==> config.mk <==
export PLATFORM = sky130hd
export DESIGN_NAME = sync_run_payload_deframer_unit
export DESIGN_NICKNAME = d
export VERILOG_FILES = /design/src/hdl/srpd_pkg.sv /design/src/hdl/sync_run_payload_deframer_unit.sv /design/src/hdl/srpd_capture.sv /design/src/hdl/srpd_emitter.sv
export SDC_FILE = /design/constraint.sdc
export NUM_CORES = 1
export LEC_CHECK = 0
export BUFFER_PORTS_ARGS = -buffer_cell sky130_fd_sc_hd__buf_2
export CAP_MARGIN = 20
export CORE_MARGIN = 3
export CORE_UTILIZATION = 39
export DETAILED_ROUTE_END_ITERATION = 6
export GPL_TIMING_DRIVEN = 0
export PLACE_DENSITY = 0.63
export SLEW_MARGIN = 20
export SYNTH_ARGS = -nofsm -noshare
export SYNTH_HDL_FRONTEND = slang
export SYNTH_SLANG_ARGS = --single-unit
==> constraint.sdc <==
create_clock -name clk -period 18.6 [get_ports clk]
set_clock_uncertainty 0.05 [all_clocks]
set_input_delay 0 -clock clk [delete_from_list [all_inputs] [get_ports clk]]
set_output_delay 0 -clock clk [all_outputs]
set_load 0.1 [all_outputs]
==> src/hdl/srpd_pkg.sv <==
// Package for the sync-run payload deframer: transaction types, payload layout
// constants and configuration register indexes. No dependencies.
package srpd_pkg;

    // Payload layout
    localparam int PAYLOAD_BYTES  = 29;
    localparam int PAY_POS_W      = 5;
    localparam int OFF_COUNT      = 2;
    localparam int OFF_ANCHOR     = 3;
    localparam int ANCHOR_STRIDE  = 4;
    localparam int OFF_X          = 19;
    localparam int OFF_Y          = 22;
    localparam int OFF_Z          = 25;

    // Configuration registers
    localparam int CFG_INDEX_W              = 2;
    localparam logic [CFG_INDEX_W-1:0] CFG_SYNC_VALUE  = 2'd0;
    localparam logic [CFG_INDEX_W-1:0] CFG_SYNC_LENGTH = 2'd1;
    localparam logic [7:0] SYNC_VALUE_RST  = 8'h99;
    localparam logic [2:0] SYNC_LENGTH_RST = 3'd5;

    // Record kinds
    localparam logic KIND_DISTANCE = 1'b0;
    localparam logic KIND_POSITION = 1'b1;

    typedef struct packed {
        logic [7:0] rx_byte;
        logic       new_read;
    } byte_item_t;

    typedef struct packed {
        logic        record_kind;
        logic [15:0] node_id;
        logic [15:0] anchor_id;
        logic [15:0] distance_mm;
        logic [23:0] pos_x;
        logic [23:0] pos_y;
        logic [23:0] pos_z;
        logic [7:0]  quality;
        logic [15:0] sequence_res;
        logic        last;
    } rec_item_t;

    typedef struct packed {
        logic [7:0] value;
        logic [2:0] length;
    } sync_cfg_t;

endpackage

==> src/hdl/sync_run_payload_deframer_unit.sv <==
// Top level of the sync-run payload deframer: configuration registers,
// byte channel handshake, capture and emitter. Depends on srpd_pkg,
// srpd_capture and srpd_emitter.
//
//  channel  | signals                          | role
//  ---------+----------------------------------+-------------------------------
//  byte     | byte_valid byte_ready byte_item  | received bytes in
//  rec      | rec_valid rec_ready rec_item     | distance / position records out
//  cfg      | cfg_valid cfg_ready cfg_index    | register writes (always ready)
//           | cfg_data                         |
//
// One byte is taken per cycle while byte_ready is high; hunt and capture
// state update in that cycle. The closing payload byte loads the frame
// registers; the records (anchor count plus one, at most MAX_ANCHORS+1)
// leave through the output register, one per cycle unless rec_ready stalls it.
// A closing byte is held off while the previous frame's records are still
// being sent; all other bytes are taken regardless of rec_ready.
// Reset clears hunt state, record number and valid flags; the registers come
// up as sync value 0x99 and sync length 5.
module sync_run_payload_deframer_unit #(
    parameter int MAX_ANCHORS = 4
) (
    input  logic                                   clk,
    input  logic                                   rst_n,
    input  logic                                   byte_valid,
    output logic                                   byte_ready,
    input  srpd_pkg::byte_item_t                   byte_item,
    output logic                                   rec_valid,
    input  logic                                   rec_ready,
    output srpd_pkg::rec_item_t                    rec_item,
    input  logic                                   cfg_valid,
    output logic                                   cfg_ready,
    input  logic [srpd_pkg::CFG_INDEX_W-1:0]       cfg_index,
    input  logic [7:0]                             cfg_data
);
    import srpd_pkg::*;

    sync_cfg_t  cfg_reg;
    logic       take;
    logic       frame_near_end;
    logic       frame_done;
    logic       busy;
    logic [7:0] payload [PAYLOAD_BYTES-1];
    logic [7:0] last_byte;

    // configuration registers
    assign cfg_ready = 1'b1;

    always_ff @(posedge clk or negedge rst_n)
    begin
        if (!rst_n)
        begin
            cfg_reg.value  <= SYNC_VALUE_RST;
            cfg_reg.length <= SYNC_LENGTH_RST;
        end
        else if (cfg_valid)
        begin
            unique case (cfg_index)
                CFG_SYNC_VALUE:  cfg_reg.value  <= cfg_data;
                CFG_SYNC_LENGTH: cfg_reg.length <= cfg_data[2:0];
                default:         ;
            endcase
        end
    end

    // byte channel: stall only a possible closing byte while records drain
    assign byte_ready = !(busy && frame_near_end);
    assign take       = byte_valid && byte_ready;

    srpd_capture u_capture (
        .clk            (clk),
        .rst_n          (rst_n),
        .cfg            (cfg_reg),
        .take           (take),
        .item           (byte_item),
        .frame_near_end (frame_near_end),
        .frame_done     (frame_done),
        .payload        (payload),
        .last_byte      (last_byte)
    );

    srpd_emitter #(
        .MAX_ANCHORS (MAX_ANCHORS)
    ) u_emitter (
        .clk        (clk),
        .rst_n      (rst_n),
        .frame_done (frame_done),
        .payload    (payload),
        .last_byte  (last_byte),
        .busy       (busy),
        .rec_valid  (rec_valid),
        .rec_ready  (rec_ready),
        .rec_item   (rec_item)
    );

endmodule

==> src/hdl/srpd_capture.sv <==
// Sync-run hunter and payload capture shift line.
// Depends on srpd_pkg.
module srpd_capture (
    input  logic                clk,
    input  logic                rst_n,
    input  srpd_pkg::sync_cfg_t cfg,
    input  logic                take,
    input  srpd_pkg::byte_item_t item,
    output logic                frame_near_end,
    output logic                frame_done,
    output logic [7:0]          payload [srpd_pkg::PAYLOAD_BYTES-1],
    output logic [7:0]          last_byte
);
    import srpd_pkg::*;

    logic [2:0]           sync_seen_reg, sync_seen_next;
    logic [PAY_POS_W-1:0] capture_pos_reg, capture_pos_next;
    logic [7:0]           shift_reg [PAYLOAD_BYTES-1];
    logic [2:0]           seen_base;
    logic [PAY_POS_W-1:0] pos_base;
    logic                 capturing;
    logic                 pos_at_end;

    // new_read clears the hunt before the byte is looked at
    assign seen_base  = item.new_read ? 3'd0 : sync_seen_reg;
    assign pos_base   = item.new_read ? '0 : capture_pos_reg;
    assign capturing  = (seen_base == cfg.length);
    assign pos_at_end = (pos_base == PAY_POS_W'(PAYLOAD_BYTES - 1));

    // next hunt / capture state
    always_comb
    begin
        if (capturing)
        begin
            if (pos_at_end)
            begin
                sync_seen_next   = 3'd0;
                capture_pos_next = '0;
            end
            else
            begin
                sync_seen_next   = seen_base;
                capture_pos_next = pos_base + PAY_POS_W'(1);
            end
        end
        else
        begin
            // count wraps 7 -> 0 if the length was lowered mid-run
            sync_seen_next   = (item.rx_byte == cfg.value) ? seen_base + 3'd1 : 3'd0;
            capture_pos_next = '0;
        end
    end

    always_ff @(posedge clk or negedge rst_n)
    begin
        if (!rst_n)
        begin
            sync_seen_reg   <= 3'd0;
            capture_pos_reg <= '0;
        end
        else if (take)
        begin
            sync_seen_reg   <= sync_seen_next;
            capture_pos_reg <= capture_pos_next;
        end
    end

    // payload shift line: the oldest byte ends at index 0
    always_ff @(posedge clk)
    begin
        if (take && capturing)
        begin
            for (int k = 0; k < PAYLOAD_BYTES - 2; k++)
            begin
                shift_reg[k] <= shift_reg[k+1];
            end
            shift_reg[PAYLOAD_BYTES-2] <= item.rx_byte;
        end
    end

    assign payload        = shift_reg;
    assign last_byte      = item.rx_byte;
    assign frame_done     = take && capturing && pos_at_end;
    // next byte may close a frame
    assign frame_near_end = (sync_seen_reg == cfg.length) &&
                            (capture_pos_reg == PAY_POS_W'(PAYLOAD_BYTES - 1));

    a_pos_range: assert property (@(posedge clk) disable iff (!rst_n)
        capture_pos_reg < PAY_POS_W'(PAYLOAD_BYTES))
        else $error("capture position ran past the payload");
    a_done_clears: assert property (@(posedge clk) disable iff (!rst_n)
        frame_done |=> (sync_seen_reg == 3'd0) && (capture_pos_reg == '0))
        else $error("hunt state not cleared after a frame");
    a_hunt_clears_pos: assert property (@(posedge clk) disable iff (!rst_n)
        (take && !capturing) |=> (capture_pos_reg == '0))
        else $error("capture position kept while hunting");

endmodule

==> src/hdl/srpd_emitter.sv <==
// Frame holding registers and record sequencer with output register.
// Depends on srpd_pkg.
module srpd_emitter #(
    parameter int MAX_ANCHORS = 4
) (
    input  logic                  clk,
    input  logic                  rst_n,
    input  logic                  frame_done,
    input  logic [7:0]            payload [srpd_pkg::PAYLOAD_BYTES-1],
    input  logic [7:0]            last_byte,
    output logic                  busy,
    output logic                  rec_valid,
    input  logic                  rec_ready,
    output srpd_pkg::rec_item_t   rec_item
);
    import srpd_pkg::*;

    localparam int CNT_W  = $clog2(MAX_ANCHORS + 1);
    localparam int AIDX_W = (MAX_ANCHORS > 1) ? $clog2(MAX_ANCHORS) : 1;

    logic             busy_reg;
    logic [CNT_W-1:0] rec_idx_reg;
    logic [CNT_W-1:0] count_reg, count_next;
    logic [15:0]      node_id_reg;
    logic [15:0]      anchor_id_reg [MAX_ANCHORS];
    logic [15:0]      distance_reg  [MAX_ANCHORS];
    logic [23:0]      pos_x_reg, pos_y_reg, pos_z_reg;
    logic [7:0]       quality_reg;
    logic [15:0]      seq_reg;
    logic [15:0]      record_number_reg;
    logic             out_valid_reg;
    rec_item_t        out_reg, out_next;
    logic             advance;
    logic             at_last;

    // anchor count clamped to the limit
    always_comb
    begin
        if (payload[OFF_COUNT] > 8'(MAX_ANCHORS))
            count_next = CNT_W'(MAX_ANCHORS);
        else
            count_next = payload[OFF_COUNT][CNT_W-1:0];
    end

    // frame registers, loaded on the closing byte
    always_ff @(posedge clk)
    begin
        if (frame_done)
        begin
            count_reg   <= count_next;
            node_id_reg <= {payload[1], payload[0]};
            for (int i = 0; i < MAX_ANCHORS; i++)
            begin
                anchor_id_reg[i] <= {payload[OFF_ANCHOR + ANCHOR_STRIDE*i + 1],
                                     payload[OFF_ANCHOR + ANCHOR_STRIDE*i]};
                distance_reg[i]  <= {payload[OFF_ANCHOR + ANCHOR_STRIDE*i + 3],
                                     payload[OFF_ANCHOR + ANCHOR_STRIDE*i + 2]};
            end
            pos_x_reg   <= {payload[OFF_X+2], payload[OFF_X+1], payload[OFF_X]};
            pos_y_reg   <= {payload[OFF_Y+2], payload[OFF_Y+1], payload[OFF_Y]};
            pos_z_reg   <= {payload[OFF_Z+2], payload[OFF_Z+1], payload[OFF_Z]};
            quality_reg <= last_byte;
            seq_reg     <= record_number_reg;
        end
    end

    assign at_last = (rec_idx_reg == count_reg);
    assign advance = busy_reg && (!out_valid_reg || rec_ready);

    // build the current record
    always_comb
    begin
        out_next         = '0;
        out_next.node_id = node_id_reg;
        if (at_last)
        begin
            out_next.record_kind  = KIND_POSITION;
            out_next.pos_x        = pos_x_reg;
            out_next.pos_y        = pos_y_reg;
            out_next.pos_z        = pos_z_reg;
            out_next.quality      = quality_reg;
            out_next.sequence_res = seq_reg;
            out_next.last         = 1'b1;
        end
        else
        begin
            out_next.record_kind = KIND_DISTANCE;
            out_next.anchor_id   = anchor_id_reg[rec_idx_reg[AIDX_W-1:0]];
            out_next.distance_mm = distance_reg[rec_idx_reg[AIDX_W-1:0]];
        end
    end

    // sequencer and output register control
    always_ff @(posedge clk or negedge rst_n)
    begin
        if (!rst_n)
        begin
            busy_reg          <= 1'b0;
            rec_idx_reg       <= '0;
            record_number_reg <= 16'd0;
            out_valid_reg     <= 1'b0;
        end
        else
        begin
            if (frame_done)
            begin
                busy_reg          <= 1'b1;
                rec_idx_reg       <= '0;
                record_number_reg <= record_number_reg + 16'd1;
            end
            else if (advance)
            begin
                if (at_last)
                    busy_reg <= 1'b0;
                else
                    rec_idx_reg <= rec_idx_reg + CNT_W'(1);
            end

            if (advance)
                out_valid_reg <= 1'b1;
            else if (rec_ready)
                out_valid_reg <= 1'b0;
        end
    end

    always_ff @(posedge clk)
    begin
        if (advance)
            out_reg <= out_next;
    end

    assign busy      = busy_reg;
    assign rec_valid = out_valid_reg;
    assign rec_item  = out_reg;

    a_no_overlap: assert property (@(posedge clk) disable iff (!rst_n)
        frame_done |-> !busy_reg)
        else $error("frame closed while records still pending");
    a_idx_range: assert property (@(posedge clk) disable iff (!rst_n)
        busy_reg |-> (rec_idx_reg <= count_reg))
        else $error("record index past anchor count");
    a_last_is_position: assert property (@(posedge clk) disable iff (!rst_n)
        out_valid_reg |-> (out_reg.last == out_reg.record_kind))
        else $error("last flag not on the position record");
    a_seq_step: assert property (@(posedge clk) disable iff (!rst_n)
        !frame_done |=> $stable(record_number_reg))
        else $error("record number moved without a frame");

endmodule
== Yosys cells after proc, flatten, opt, wreduce, memory -nomap -nowiden ==
Memory sizes are Yosys's and may differ from the RTL's. A register that Yosys moved wholly into a read port is not among the register bits.
Index checks and enable logic that the tools add are counted.
Operators by class
  reduce and logical (&&, ||, !) cells: 17
  $lt $le $gt $ge: 1
  add/sub/neg operators: 4
  equal/unequal tests: 8
  muxes and demuxes: 19
Operator list (count)
  $mux W3: 7
  $add A16 B1 Y16 const B: 1
  $mux W5: 3
  $eq A5 B5 Y1 const B: 2
  $eq A3 B3 Y1: 3
  $mux W1: 9
  $eq A8 B8 Y1: 1
  $gt A8 B3 Y1 const B: 1
  $reduce_and A2 Y1: 4
  $add A3 B1 Y3 const B: 2
  $logic_and A1 B1 Y1: 6
  $reduce_bool A2 Y1: 3
  $add A5 B1 Y5 const B: 1
  $eq A2 B1 Y1 const B: 1
  $logic_not A1 Y1: 2
  $logic_not A2 Y1: 1
  $ne A2 B2 Y1 const B: 1
  $logic_or A1 B1 Y1: 1
Storage, ports and cells
  memory bits (writable): 128
  bits of input ports: 24
  word-level logic and storage cells: 102
  output and inout bits: 149
  memories kept: 2
  flip-flop bits (word level): 493
Memory list
  u_emitter.anchor_id_reg: depth 4, bits a word 16, rd ports 1, clocked after Yosys merged registers in 1, wr ports 4, line srpd_emitter.sv:25  | logic [15:0] anchor_id_reg [MAX_ANCHORS];
  u_emitter.distance_reg: depth 4, bits a word 16, rd ports 1, clocked after Yosys merged registers in 1, wr ports 4, line srpd_emitter.sv:26  | logic [15:0] distance_reg [MAX_ANCHORS];

== Depth between registers and ports, before layout ==
  depth in word-level cells: 9
  depth in mapped cells: 9
  gate-level depth less buffers: 9

== Modules after synthesis ==
From an unflattened synthesis, not the netlist that was laid out.
Second synthesis, totals
  cells, all modules: 1006
  area total of the unflattened synthesis: 22298.9 um^2
Modules (own cells, without submodules)
  srpd_emitter: seq. area each 12176.7 um^2, cells an instance 660, times used 1, area each 14326.2 um^2
  srpd_capture: seq. area each 6926.6 um^2, cells an instance 318, times used 1, area each 7518.5 um^2
  sync_run_payload_deframer_unit: seq. area each 282.8 um^2, cells an instance 28, times used 1, area each 454.2 um^2

== Worst setup path before layout ==
Ideal clock, no wire load.
  path type: register to register
  start: reg cfg_reg[0] in the netlist's numbering
  end: mem u_emitter.anchor_id_reg[0][0], enable pin
  required time: 17.405 ns
  arrival time: 17.638 ns
  setup time: 1.145 ns
  period minus slack after synthesis: 18.833 ns
  path slack: -0.233 ns
  path buffers: 1
  stages on the path, launching flop included: 6
  cell sequence: dfstp_2 > xor2_1 > nor4_1 > a21bo_2 > buf_2 > nor3_1
RTL lines
  from (decl): line sync_run_payload_deframer_unit.sv:38  | sync_cfg_t cfg_reg;
  to (decl): line srpd_emitter.sv:25

==> results.md <==
- The run finished with clean final reports.
- In this run the biggest area consumer among cell types represents between 80% and 90% of the synthesized area.
- The required time at the worst-slack endpoint is 18.84 ns.
- The global-route total usage across every layer is roughly 13%.
- The effective utilization at floorplan is 39.8%.
- The internal reg-to-reg setup slack is between 15 and 20 ns.
- The number of flops mapped to enable cells by yosys is around 600.
- Summed over all instances, the cell type with the most area after synthesis is edfxtp_1.
- Grouping stages by cell kind, the critical path spends the most delay in buffers and inverters.
- In this run the critical register-to-register path is captured at u_emitter.anchor_id_reg[1][13].
- The number of global-route vias before repair is about 10,000.
- The synthesized area per cell is about 22 sq um.
- The delay of the slowest cell on the worst path is 0.59 ns.
- Fill cells in the final layout number approximately 4,600.
- After technology mapping, the gate count stands at 994.
- The global-route wire length before repair is 60,800 um.
- The average wire per cell in the routed design is 19.0 um.
- The full die area is between 50,000 and 60,000 sq um.
- The commonest cells after synthesis are edfxtp_1 (612), and2_1 (101), nor2b_1 (36).
- The first-pass iteration count of the detailed router is 5.
- The capturing instance or port of the critical path is u_emitter.anchor_id_reg[1][13].
- The post-cts resize count is 0.
- After floorplanning, the core was sized to cover 55,700 sq um.
- The routed layout has between 9,000 and 10,000 vias.
- The worst setup path is captured at a register.
- Setup repair after global routing left no endpoint under its margin.
- The layout cell share with drive strength beyond 1 is between 20 and 30%.
- The most used flip-flop cell after synthesis is edfxtp_1.
- The area occupied by registers is just under 20,000 sq um.
- The placer congestion estimate is between 0.7 and 0.8.
- The largest net degree at the start of global routing is 52.
- The flip-flop count of the largest register, all copies and words added is 224.
- The setup path with the least slack is of type reg -> reg.
- The number of buffers and inverters on the critical path is 7.
- The I/O pin count is approximately 170.
- The final number of max-transition violations is 0.
- The highest achievable clock rate is ~0.31 GHz.
- The floorplan has 86 rows.
- The initial antenna violation count is 2.
- The Yosys warning count is 0.
- The clock buffer count from CTS is 67.
- The worst path uses 17.4% of the clock period.
- After detailed routing, the number of remaining DRC violations is 0.
- The count of non-filler cells in the finished layout is around 2,100.
- For this design, the sink count on the clock tree is approximately 650.
- The number of DRC violations after detailed-routing iteration 0 is ~600.
- The number of cells on the worst reg-to-reg path is 11.
- After clock tree synthesis, the flow added hold-fix buffers numbering 30.
- The die is around 240 um tall.
- The top fanout value on the critical path is 16.
- Data on the critical path arrives at its endpoint at approximately 3.5 ns.
- CTS placed an instance of clkbuf_16 at the clock tree root.
- Max-cap violations in this run came to 0.
- The routed design has a little under 40,000 um of wire.
- Synthesis produced a netlist with a net count of 1,023.
- The number of buffers inserted by port buffering is 171.
- The largest individual stage delay along the critical path comes from the cell dfstp_2.
- Summed over all layers, the global routing overflow is 0.
- The HPWL after detailed placement is 25,400 um.
- After synthesis, the netlist uses 54 different library cells.
- The H-tree depth reported by CTS is 3.
- The cell repeated most along the worst path is buf_8.
- TritonCTS built the clock tree.
- The leakage power is 9.24 nW.
- The post-synth design cell area is between 20,000 and 25,000 sq um.
- The count of nets after finishing is ~1,300.
- At the pin with the least slew margin, the transition time is 1.00 ns.
- In the final layout, the multi-input gates occupy approximately 2700 sq um.
- The fraction of registers with async set or reset after synthesis is 6.13%.
- The startpoint of the most critical register-to-register path is cfg_reg[0].
- Tracing the worst setup path back leads to its startpoint at cfg_reg[0].
- Sequential cells were found to cover between 80 and 90% of the synthesized design area.
- The critical path crosses 11 cells after its start point.
- The relative max-transition margin is around 33%.
- After detailed placement, the design holds a cell count of approximately 1,900.
- After clock tree synthesis, the clock-pin slew on the worst setup and hold paths is approximately 0.060 ns.
- The type of the worst min-delay path is in -> async.
- For the final routed database, the setup TNS stands at 0 ns.
- The count of nets left with antenna violations once routing finished came out at 0.
- The number of flip-flops and latches in the synthesized netlist is around 650.
- Relative to the synthesized area, the layout overhead comes to 21.5%.
- Power spread over the standard cell area amounts to between 100 and 150 nW/um^2.
- In the post-synthesis netlist, the cell with the most instances is edfxtp_1.
- For the finished layout, the period the worst path requires is ~3.2 ns.
- By area the synthesized netlist is led by edfxtp_1 (83%), dfrtp_1 (3.8%), mux4_2 (3.2%).
- The number of antenna diodes in the final layout is 0.
- The horizontal extent of the die is between 200 and 250 um.
- The via density per instance is between 4 and 5.
- The number of hold violations in the final report is 0.
- Traced cell by cell, the critical path runs through xor2_1 > nor4_1 > a21bo_2 > buf_2 > nor3_4 > buf_8 > buf_6 > buf_8 > buf_16 > buf_8 > buf_8.
- The later-pin clock latency in the skew report is a little under 0.6 ns.
- The clock tree buffer depth is 3.
- The category of the worst setup path launch point is a register.
- After clock tree synthesis, the setup repair step added 0 buffers.
- IR analysis of the VDD net gives a maximum drop of 0.0701 mV.
- Setup violations remaining at the end of the flow were counted as 0.
worst reg2reg max path, delay by kind of cell (launching register included):
kind                   cells  cell delay, ns
XOR/XNOR                   1            0.17
AND/OR/NAND/NOR            2            0.56
flip-flops                 1            0.59
AO/OA/AOI/OAI              1            0.26
buffers and inverters      7            1.33
cell type report:
| type | count | area share (%) |
|---|---|---|
| flip-flops and latches | 652 | 71.9 |
| clock buffers | 93 | 6.74 |
| multi-input cells | 309 | 9.96 |
| repair buffers | 232 | 6.49 |
| well taps | 748 | 3.47 |
| plain buffers | 28 | 0.473 |
| clock inverters | 27 | 0.923 |
| inverters | 5 | 0.0696 |
how the worst min path moves through the flow:
stage                                     endpoint  slack [ns]         start  cells past startpoint
after floorplan                         cfg_reg[1]       -0.35         rst_n                      0
after global placement                  cfg_reg[9]        0.13         rst_n                      1
after detailed placement                cfg_reg[9]        0.16         rst_n                      1
after CTS                 u_emitter.rec_idx_reg[2]        0.06         rst_n                      2
after global routing          u_capture.payload[0]        0.11  byte_item[1]                      2
final                                   cfg_reg[9]        0.07         rst_n                      2
cells by family (layout without fill, tap and decap cells):
group           Yosys count  count (layout)  synth area share [%]
flops                   652             652                  87.3
mux                      45              45                  3.92
buf+inv                  33             385                 0.659
other cells               1               1                0.0169
compound gates           20              20                 0.733
simple gates            205             205                  5.73
xor+xnor                 33              33                  1.34
fa+ha+maj                 5               5                 0.282
per-stage QoR:
step | cell area (sq um) | utilization [%] | total power, mW | setup WS [ns] | hold WS (ns)
6_report | 27000 | 48.4 | 3.28 | 15.36 | 0.0717
5_1_grt | 27000 | 48.4 | 3.41 | 15.15 | 0.108
4_1_cts | 27000 | 48.4 | 3.34 | 15.29 | 0.0639
3_3_place_gp | 24000 | 43.1 | 2.05 | 1.97 | 0.130
2_1_floorplan | 22200 | - | 1.94 | 7.17 | -0.346
3_5_place_dp | 24600 | 44.1 | 2.05 | 15.29 | 0.160
layer usage:
metal / part of all wire [%] / routed length (um) / vias to the layer above / GRT usage [%]
met1: 41 / 16300 / 4970 / 16.4
met2: 49 / 19400 / 221 / 22.2
met3: 8.0 / 3190 / 79 / 5.38
met5: 0 / 0 / - / 0
li1: - / - / 4464 / -
met4: 2.3 / 916 / 0 / 3.94
cell usage in the layout, fill, tap and decap left out, drive strengths merged, types with 22 or more instances in the layout:
cell / netlist / routed
buf: 9 / 211
clkinv: 0 / 22
mux4: 32 / 32
dlygate4sd3: 0 / 30
and2: 101 / 101
clkbuf: 19 / 112
nor2b: 36 / 36
dfrtp: 34 / 34
xor2: 23 / 23
edfxtp: 612 / 612
report_power, final:
| part | switching, mW | internal (mW) | leakage, nW |
|---|---|---|---|
| Clock | 0.532 | 0.729 | 1.00 |
| Sequential | 0.0224 | 1.67 | 6.05 |
| Combinational | 0.189 | 0.131 | 2.19 |
| Total | 0.743 | 2.53 | 9.24 |
(Power assumes the default switching activity.)
